==> config.mk <==
export PLATFORM = sky130hd
export DESIGN_NAME = sdi12_frame_transmitter
export DESIGN_NICKNAME = d
export VERILOG_FILES = /design/src/rtl/core/sdi12ft_pkg.sv /design/src/rtl/core/sdi12ft_csr.sv /design/src/rtl/core/sdi12ft_engine.sv /design/src/rtl/core/sdi12_frame_transmitter.sv
export SDC_FILE = /design/constraint.sdc
export NUM_CORES = 1
export LEC_CHECK = 0
export ABC_AREA = 1
export BUFFER_PORTS_ARGS = -buffer_cell sky130_fd_sc_hd__buf_4
export CORE_MARGIN = 1.5
export CORE_UTILIZATION = 55
export CTS_CLUSTER_DIAMETER = 60
export CTS_CLUSTER_SIZE = 8
export DETAILED_ROUTE_END_ITERATION = 8
export GPL_ROUTABILITY_DRIVEN = 0
export PLACE_DENSITY = 0.77
export SLEW_MARGIN = 20
export SYNTH_ARGS = -nofsm -noshare
export SYNTH_HDL_FRONTEND = slang
export SYNTH_SLANG_ARGS = --single-unit
==> constraint.sdc <==
create_clock -name clock -period 4.1 [get_ports clock]
set_clock_uncertainty 0.1 [all_clocks]
set_input_delay 0.41 -clock clock [delete_from_list [all_inputs] [get_ports clock]]
set_output_delay 0.41 -clock clock [all_outputs]
set_load 0.01 [all_outputs]
==> src/rtl/core/sdi12ft_pkg.sv <==
// Types, register indexes and constants for the SDI-12 frame transmitter.
// No dependencies; used by every module of the block.
`timescale 1ns / 1ps

package sdi12ft_pkg;

   localparam int unsigned BreakWidth   = 5;
   localparam int unsigned MarkWidth    = 4;
   localparam int unsigned GapWidth     = 2;
   localparam int unsigned CharWidth    = 7;
   localparam int unsigned CountWidth   = 5;
   localparam int unsigned CsrIdxWidth  = 2;
   localparam int unsigned CsrDataWidth = 5;

   localparam logic [CsrIdxWidth-1:0] RegBreakBits   = 2'd0;
   localparam logic [CsrIdxWidth-1:0] RegMarkingBits = 2'd1;
   localparam logic [CsrIdxWidth-1:0] RegGapBits     = 2'd2;
   localparam logic [CsrIdxWidth-1:0] RegInvert      = 2'd3;

   localparam logic [BreakWidth-1:0] BreakReset = 5'd15;
   localparam logic [MarkWidth-1:0]  MarkReset  = 4'd9;
   localparam logic [GapWidth-1:0]   GapReset   = 2'd1;
   localparam logic                  InvReset   = 1'b1;

   // bit positions within a character frame
   localparam logic [CountWidth-1:0] StartPos  = 5'd0;
   localparam logic [CountWidth-1:0] LastData  = 5'd7;
   localparam logic [CountWidth-1:0] ParityPos = 5'd8;
   localparam logic [CountWidth-1:0] StopPos   = 5'd9;

   typedef enum logic [2:0] {
      PH_IDLE  = 3'd0,
      PH_BREAK = 3'd1,
      PH_MARK  = 3'd2,
      PH_READY = 3'd3,
      PH_CHAR  = 3'd4,
      PH_GAP   = 3'd5,
      PH_FINAL = 3'd6,
      PH_DONE  = 3'd7
   } phase_type;

   typedef struct packed {
      logic [BreakWidth-1:0] break_bits;
      logic [MarkWidth-1:0]  marking_bits;
      logic [GapWidth-1:0]   gap_bits;
      logic                  invert_output;
   } cfg_type;

   typedef struct packed {
      logic                 wake_request;
      logic                 char_valid;
      logic [CharWidth-1:0] char_value;
      logic                 last_char;
   } req_type;

   typedef struct packed {
      logic pin_level;
      logic drive_enable;
      logic ready_res;
      logic command_done;
   } rsp_type;

endpackage

==> src/rtl/core/sdi12ft_csr.sv <==
// Configuration registers of the SDI-12 frame transmitter.
// Depends on sdi12ft_pkg.
`timescale 1ns / 1ps

module sdi12ft_csr (
   input  logic                                 clock,
   input  logic                                 reset,
   input  logic                                 csr_valid,
   output logic                                 csr_ready,
   input  logic [sdi12ft_pkg::CsrIdxWidth-1:0]  csr_index,
   input  logic [sdi12ft_pkg::CsrDataWidth-1:0] csr_wdata,
   output sdi12ft_pkg::cfg_type                 cfg
);

   sdi12ft_pkg::cfg_type cfg_ff, cfg_in;

   assign csr_ready = 1'b1;
   assign cfg       = cfg_ff;

   always_comb begin
      cfg_in = cfg_ff;
      if (csr_valid) begin
         unique case (csr_index)
            sdi12ft_pkg::RegBreakBits:   cfg_in.break_bits    = csr_wdata;
            sdi12ft_pkg::RegMarkingBits: cfg_in.marking_bits  =
               csr_wdata[sdi12ft_pkg::MarkWidth-1:0];
            sdi12ft_pkg::RegGapBits:     cfg_in.gap_bits      =
               csr_wdata[sdi12ft_pkg::GapWidth-1:0];
            sdi12ft_pkg::RegInvert:      cfg_in.invert_output = csr_wdata[0];
            default:                     cfg_in = cfg_ff;
         endcase
      end
   end

   always_ff @(posedge clock) begin
      if (reset) begin
         cfg_ff.break_bits    <= sdi12ft_pkg::BreakReset;
         cfg_ff.marking_bits  <= sdi12ft_pkg::MarkReset;
         cfg_ff.gap_bits      <= sdi12ft_pkg::GapReset;
         cfg_ff.invert_output <= sdi12ft_pkg::InvReset;
      end else begin
         cfg_ff <= cfg_in;
      end
   end

endmodule

==> src/rtl/core/sdi12ft_engine.sv <==
// Line sequencer: phase state machine, bit counter, shifter and parity.
// Computes one bit-time result per step. Depends on sdi12ft_pkg.
`timescale 1ns / 1ps

module sdi12ft_engine (
   input  logic                 clock,
   input  logic                 reset,
   input  logic                 step,
   input  sdi12ft_pkg::cfg_type cfg,
   input  sdi12ft_pkg::req_type req,
   output sdi12ft_pkg::rsp_type rsp
);

   localparam int unsigned CW = sdi12ft_pkg::CountWidth;

   sdi12ft_pkg::phase_type phase_ff, phase_in, ph;
   logic [CW-1:0]                     count_ff, count_in, cnt, cnt_dec;
   logic [sdi12ft_pkg::CharWidth-1:0] shift_ff, shift_in, shf;
   logic                              par_ff, par_in, par;
   logic                              fin_ff, fin_in, fin;
   logic                              level;
   logic [CW-1:0]                     break_len, mark_len;

   assign break_len = (cfg.break_bits == '0) ? CW'(1) : cfg.break_bits;
   assign mark_len  = (cfg.marking_bits == '0) ? CW'(1) : CW'(cfg.marking_bits);

   // entry transitions taken at the start of the bit time
   always_comb begin
      ph  = phase_ff;
      cnt = count_ff;
      shf = shift_ff;
      par = par_ff;
      fin = fin_ff;
      if (phase_ff == sdi12ft_pkg::PH_IDLE && req.wake_request) begin
         ph  = sdi12ft_pkg::PH_BREAK;
         cnt = break_len;
      end else if (phase_ff == sdi12ft_pkg::PH_READY && req.char_valid) begin
         ph  = sdi12ft_pkg::PH_CHAR;
         cnt = '0;
         shf = req.char_value;
         par = 1'b0;
         fin = req.last_char;
      end
   end

   assign cnt_dec = cnt - CW'(1);

   always_comb begin
      if (cnt == sdi12ft_pkg::StartPos) begin
         level = 1'b0;
      end else if (cnt <= sdi12ft_pkg::LastData) begin
         level = shf[0];
      end else if (cnt == sdi12ft_pkg::ParityPos) begin
         level = par;
      end else begin
         level = 1'b1;
      end
   end

   // next state
   always_comb begin
      phase_in = ph;
      count_in = cnt;
      shift_in = shf;
      par_in   = par;
      fin_in   = fin;
      unique case (ph)
         sdi12ft_pkg::PH_IDLE: ;
         sdi12ft_pkg::PH_BREAK: begin
            count_in = cnt_dec;
            if (cnt_dec == '0) begin
               phase_in = sdi12ft_pkg::PH_MARK;
               count_in = mark_len;
            end
         end
         sdi12ft_pkg::PH_MARK: begin
            count_in = cnt_dec;
            if (cnt_dec == '0) phase_in = sdi12ft_pkg::PH_READY;
         end
         sdi12ft_pkg::PH_READY: ;
         sdi12ft_pkg::PH_CHAR: begin
            if (cnt != sdi12ft_pkg::StartPos && cnt <= sdi12ft_pkg::LastData) begin
               par_in   = par ^ shf[0];
               shift_in = shf >> 1;
            end
            if (cnt >= sdi12ft_pkg::StopPos) begin
               count_in = '0;
               if (fin) begin
                  phase_in = sdi12ft_pkg::PH_FINAL;
               end else if (cfg.gap_bits != '0) begin
                  phase_in = sdi12ft_pkg::PH_GAP;
                  count_in = CW'(cfg.gap_bits);
               end else begin
                  phase_in = sdi12ft_pkg::PH_READY;
               end
            end else begin
               count_in = cnt + CW'(1);
            end
         end
         sdi12ft_pkg::PH_GAP: begin
            count_in = cnt_dec;
            if (cnt_dec == '0) phase_in = sdi12ft_pkg::PH_READY;
         end
         sdi12ft_pkg::PH_FINAL: phase_in = sdi12ft_pkg::PH_DONE;
         sdi12ft_pkg::PH_DONE: begin
            phase_in = sdi12ft_pkg::PH_IDLE;
            fin_in   = 1'b0;
         end
         default: phase_in = sdi12ft_pkg::PH_IDLE;
      endcase
   end

   // result of this bit time
   always_comb begin
      logic lvl;
      lvl = 1'b1;
      rsp.drive_enable = 1'b1;
      rsp.command_done = 1'b0;
      rsp.ready_res    = (phase_ff == sdi12ft_pkg::PH_READY);
      unique case (ph)
         sdi12ft_pkg::PH_IDLE:  rsp.drive_enable = 1'b0;
         sdi12ft_pkg::PH_BREAK: lvl = 1'b0;
         sdi12ft_pkg::PH_MARK,
         sdi12ft_pkg::PH_READY,
         sdi12ft_pkg::PH_GAP,
         sdi12ft_pkg::PH_FINAL: lvl = 1'b1;
         sdi12ft_pkg::PH_CHAR:  lvl = level;
         sdi12ft_pkg::PH_DONE: begin
            rsp.drive_enable = 1'b0;
            rsp.command_done = 1'b1;
         end
         default: rsp.drive_enable = 1'b0;
      endcase
      rsp.pin_level = rsp.drive_enable & (lvl ^ cfg.invert_output);
   end

   always_ff @(posedge clock) begin
      if (reset) begin
         phase_ff <= sdi12ft_pkg::PH_IDLE;
         count_ff <= '0;
         shift_ff <= '0;
         par_ff   <= 1'b0;
         fin_ff   <= 1'b0;
      end else if (step) begin
         phase_ff <= phase_in;
         count_ff <= count_in;
         shift_ff <= shift_in;
         par_ff   <= par_in;
         fin_ff   <= fin_in;
      end
   end

endmodule

==> src/rtl/core/sdi12_frame_transmitter.sv <==
// SDI-12 (7E1) frame transmitter top level: request register, sequencer, result register.
// Throughput 1 request per cycle while the result side does not stall, set by the
// single-pass sequencer step between the request and result registers.
// Synchronous active-high reset returns the line to released/idle and loads
// config defaults (break 15, marking 9, gap 1, inverted output).
// Depends on sdi12ft_pkg, sdi12ft_csr, sdi12ft_engine.
`timescale 1ns / 1ps

module sdi12_frame_transmitter (
   input  logic                                 clock,
   input  logic                                 reset,
   input  logic                                 req_tvalid,
   output logic                                 req_tready,
   input  logic [7:0]                           req_tdata,  // char_value[6:0], zero pad
   input  logic [1:0]                           req_tuser,  // wake_request, char_valid
   input  logic                                 req_tlast,  // last_char
   output logic                                 rsp_tvalid,
   input  logic                                 rsp_tready,
   output logic [7:0]                           rsp_tdata,  // pin_level, drive_enable,
                                                            // ready_res, zero pad
   output logic                                 rsp_tlast,  // command_done
   input  logic                                 csr_valid,
   output logic                                 csr_ready,
   input  logic [sdi12ft_pkg::CsrIdxWidth-1:0]  csr_index,
   input  logic [sdi12ft_pkg::CsrDataWidth-1:0] csr_wdata
);

   sdi12ft_pkg::cfg_type cfg;
   sdi12ft_pkg::req_type req_ff, req_in;
   sdi12ft_pkg::rsp_type rsp_ff, rsp_in;
   logic                 req_valid_ff, rsp_valid_ff;
   logic                 step;

   assign step       = req_valid_ff && (!rsp_valid_ff || rsp_tready);
   assign req_tready = !req_valid_ff || step;

   assign req_in.wake_request = req_tuser[0];
   assign req_in.char_valid   = req_tuser[1];
   assign req_in.char_value   = req_tdata[sdi12ft_pkg::CharWidth-1:0];
   assign req_in.last_char    = req_tlast;

   sdi12ft_csr u_csr (
      .clock     (clock),
      .reset     (reset),
      .csr_valid (csr_valid),
      .csr_ready (csr_ready),
      .csr_index (csr_index),
      .csr_wdata (csr_wdata),
      .cfg       (cfg)
   );

   sdi12ft_engine u_engine (
      .clock (clock),
      .reset (reset),
      .step  (step),
      .cfg   (cfg),
      .req   (req_ff),
      .rsp   (rsp_in)
   );

   always_ff @(posedge clock) begin
      if (reset) begin
         req_valid_ff <= 1'b0;
         rsp_valid_ff <= 1'b0;
      end else begin
         if (req_tready) req_valid_ff <= req_tvalid;
         if (step) begin
            rsp_valid_ff <= 1'b1;
         end else if (rsp_tready) begin
            rsp_valid_ff <= 1'b0;
         end
      end
   end

   always_ff @(posedge clock) begin
      if (req_tready && req_tvalid) req_ff <= req_in;
      if (step) rsp_ff <= rsp_in;
   end

   assign rsp_tvalid = rsp_valid_ff;
   assign rsp_tdata  = {5'b0, rsp_ff.ready_res, rsp_ff.drive_enable, rsp_ff.pin_level};
   assign rsp_tlast  = rsp_ff.command_done;

endmodule

==> run_results.csv <==
group,metric,value,unit
run_status,status,"finished clean",
cts,cts_resized,0,
worst_setup_path,crit_end,"u_engine.phase_ff[0]",
logic_synthesis,synth_top_family_by_area,"simple AND/OR/NAND/NOR gates",
global_routing,antenna_found_initial,0,
detailed_routing,detail-route-antenna-nets,0,
finish,drive_above_1_share,0.142,
global_routing,grt_max_degree,21,
floorplan,fp.dieArea,5210,um2
worst_setup_path,crit_required,4.19,ns
cts,cts.sinks,45,
timing,relSlewSlack,0.556,
logic_synthesis,netlist_instances,367,
logic_synthesis,ys_types,36,
cts,h-tree-depth,2,
run,max_cap_viol_count,0,
finish,post-route-util,0.650,
floorplan,die_h,72.2,um
detailed_routing,via_count,2432,
floorplan,initial_core_util,0.588,
cts,clock-root-buffer,"clkbuf_8",
worst_setup_path,cp-end-kind,"flop",
hold_path,hold_depth,1,
timing,fmax,359,MHz
finish,final_cell_mix,"nand2_1 (102), inv_1 (46), nand3_1 (43)",
timing,worst_slew_pin_slew,0.664,ns
timing,worst_slack,1.32,ns
worst_setup_path,critPathLaunch,"u_engine.phase_ff[2]",
global_routing,grt_pass1_wl,9680,um
global_routing,grt_pass1_vias,2141,
cts,numCtsBuffers,5,
detailed_routing,wl,5800,um
logic_synthesis,syn-cell-area,2630,um2
logic_synthesis,synthXorXnorAreaFrac,0.00333,
worst_setup_path,crit_type,"reg -> reg",
timing,layout_min_cycle_time,2.78,ns
cts,hold_buffers,0,
pwr,cellPowerDensity,355,nW/um2
placed_design,hpwl,4290,um
placed_design,post-place-ws,1.40,ns
finish,filler_cell_count,417,
detailed_routing,avgViaCountPerCell,5.47,
floorplan,ioPinCount,35,
cts,cts_setup_buffers,0,
logic_synthesis,ys_ff_latch,45,
floorplan,dieWidth,72.2,um
cts,cts_tree,"built",
logic_synthesis,syn_avg_cell_area,7.17,um2
placed_design,numPortBuffers,27,
logic_synthesis,synth_compound_area_frac,0.135,
worst_setup_path,crit_fanout,9,
finish,nets,420,
worst_setup_path,worst_r2r_endpoint,"u_engine.phase_ff[0]",
worst_setup_path,crit_arrival,2.87,ns
logic_synthesis,synthSimpleGateAreaFrac,0.316,
timing,min_period_over_period,0.679,
detailed_routing,drc_errors,0,
detailed_routing,wl_per_cell,13.0,um
timing,rsz0062_at_grt,"no",
timing,finalSetupTns,0,ns
pwr,total_power,1.03,mW
floorplan,core.rowCount,24,
logic_synthesis,synth_mux_area_frac,0.0114,
detailed_routing,drt_first_pass_iters,5,
logic_synthesis,synth_adder_area_share,0.0238,
pwr,vdd_ir_drop_max,0.245,mV
timing,holdWs,0.184,ns
logic_synthesis,yosysWarningCount,0,
finish,layout_commonest_cell,"nand2_1",
worst_setup_path,reg2reg_from,"u_engine.phase_ff[2]",
cts,cts.path.max_buffers,2,
hold_path,hold_path_class,"in -> reg",
worst_setup_path,reg2reg_depth,16,
worst_setup_path,cp-start-kind,"flop",
timing,hold_viol_final,0,
logic_synthesis,ys_seq_area_frac,0.396,
pwr,p_leak,1.39,nW
timing,setup_violations,0,
worst_setup_path,ff2ff_setup_slack,1.32,ns
timing,maxSlewViolCount,0,
cts,clk_pin_slew,0.09,ns
cts,clk_latency,0.30,ns
global_routing,grt_util_all_layers,0.240,
finish,syn_to_final_growth,10.6,%
floorplan,coreArea,4470,um2
detailed_routing,drt-initial-drc-count,175,
global_routing,grt-ovfl-total,0,
finish,diodes,0,
state kept, by name, summed over array words and instances, names as in the netlist:
signal             flops
req_valid_ff           1
u_engine.count_ff      5
u_csr.cfg             12
u_engine.phase_ff      3
req_ff                10
u_engine.par_ff        1
u_engine.fin_ff        1
u_engine.shift_ff      7
rsp_tlast              1
rsp_tdata              3
rsp_tvalid             1
power breakdown:
group / switching (mW) / total, mW / internal (mW)
Combinational: 0.172 / 0.261 / 0.0889
Clock: 0.152 / 0.273 / 0.121
Sequential: 0.0135 / 0.499 / 0.486
Total: 0.337 / 1.03 / 0.695
how the worst min path moves through the flow:
stage                 start            to  slack [ns]
3_3_place_gp   u_csr.cfg[7]  u_csr.cfg[7]        0.35
2_1_floorplan  u_csr.cfg[7]  u_csr.cfg[7]        0.32
5_1_grt        req_tdata[6]     req_ff[7]        0.17
4_1_cts        req_tdata[4]     req_ff[5]        0.18
6_report       req_tdata[6]     req_ff[7]        0.18
3_5_place_dp   u_csr.cfg[7]  u_csr.cfg[7]        0.35
routing by layer:
layer	vias to the layer above	part of all wire	GRT usage
met5	-	0	0
met4	0	0.016	0.0922
met3	10	0.060	0.0458
met2	90	0.45	0.372
met1	1095	0.47	0.335
li1	1237	-	-
critical path, cell delays in order, from the launching register on:
cell and delay [ns]:
dfxtp_1 0.50, clkinv_2 0.13, nand4_1 0.25, nand2_1 0.08
nand2_1 0.08, nand2_2 0.14, ha_1 0.27, nand3_1 0.15
nand2_1 0.11, inv_1 0.08, nand2_1 0.08, nor2_4 0.16
nand2_2 0.09, nand2_1 0.09, nand3_1 0.08, o21ai_0 0.19
a21oi_1 0.09
stage by stage:
stage | std cells | instance area [um2]
4_1_cts | 445 | 2910
2_1_floorplan | 371 | 2650
3_3_place_gp | 437 | 2830
5_1_grt | 445 | 2910
3_5_place_dp | 437 | 2830
6_report | 445 | 2910
cells by family (layout without fill, tap and decap cells):
group | after synthesis | after routing
AND/OR/NAND/NOR | 186 | 186
buffers and inverters | 66 | 88
AO/OA/AOI/OAI | 59 | 59
flip-flops | 45 | 45
adder cells (fa/ha/maj) | 5 | 5
multiplexers | 3 | 3
other | 2 | 6
XOR/XNOR | 1 | 1
layout make-up:
| type | instances | area (um2) | share of cell area |
|---|---|---|---|
| multi-input cells | 260 | 1310 | 0.451 |
| flip-flops and latches | 45 | 1040 | 0.358 |
| repair buffers | 28 | 210 | 0.0723 |
| inverters | 52 | 198 | 0.0680 |
| clock buffers | 7 | 76.3 | 0.0262 |
| well taps | 52 | 65.1 | 0.0224 |
| clock inverters | 1 | 7.51 | 0.00258 |
synth_stat cells:
library cell	count	share of area
o2111ai_1	1	0.0033
edfxtp_1	14	0.16
nor3_1	4	0.0076
buf_4	7	0.020
inv_2	2	0.0029
clkinv_1	2	0.0029
o31ai_1	1	0.0029
o21bai_2	1	0.0043
o21ai_0	14	0.027
mux2i_1	3	0.011
xor2_1	1	0.0033
buf_2	2	0.0038
conb_1	2	0.0029
ha_1	5	0.024
nand2_4	2	0.0086
a221oi_1	1	0.0033
o21bai_1	1	0.0029
buf_6	2	0.0086
o211ai_1	13	0.037
a21oi_2	2	0.0067
nand3_1	43	0.082
a31oi_1	1	0.0024
dfxtp_1	31	0.24
a21oi_1	23	0.044
or2_2	1	0.0024
nand2_1	102	0.15
clkbuf_1	3	0.0043
inv_1	46	0.066
nor2_1	19	0.027
nand2_2	8	0.019
nand4_1	2	0.0048
nor2_4	3	0.013
nand3_2	1	0.0038
nand3b_1	1	0.0029
clkinv_2	2	0.0038
o21ai_1	1	0.0019
Note: power is estimated with default switching activity, not from simulation.
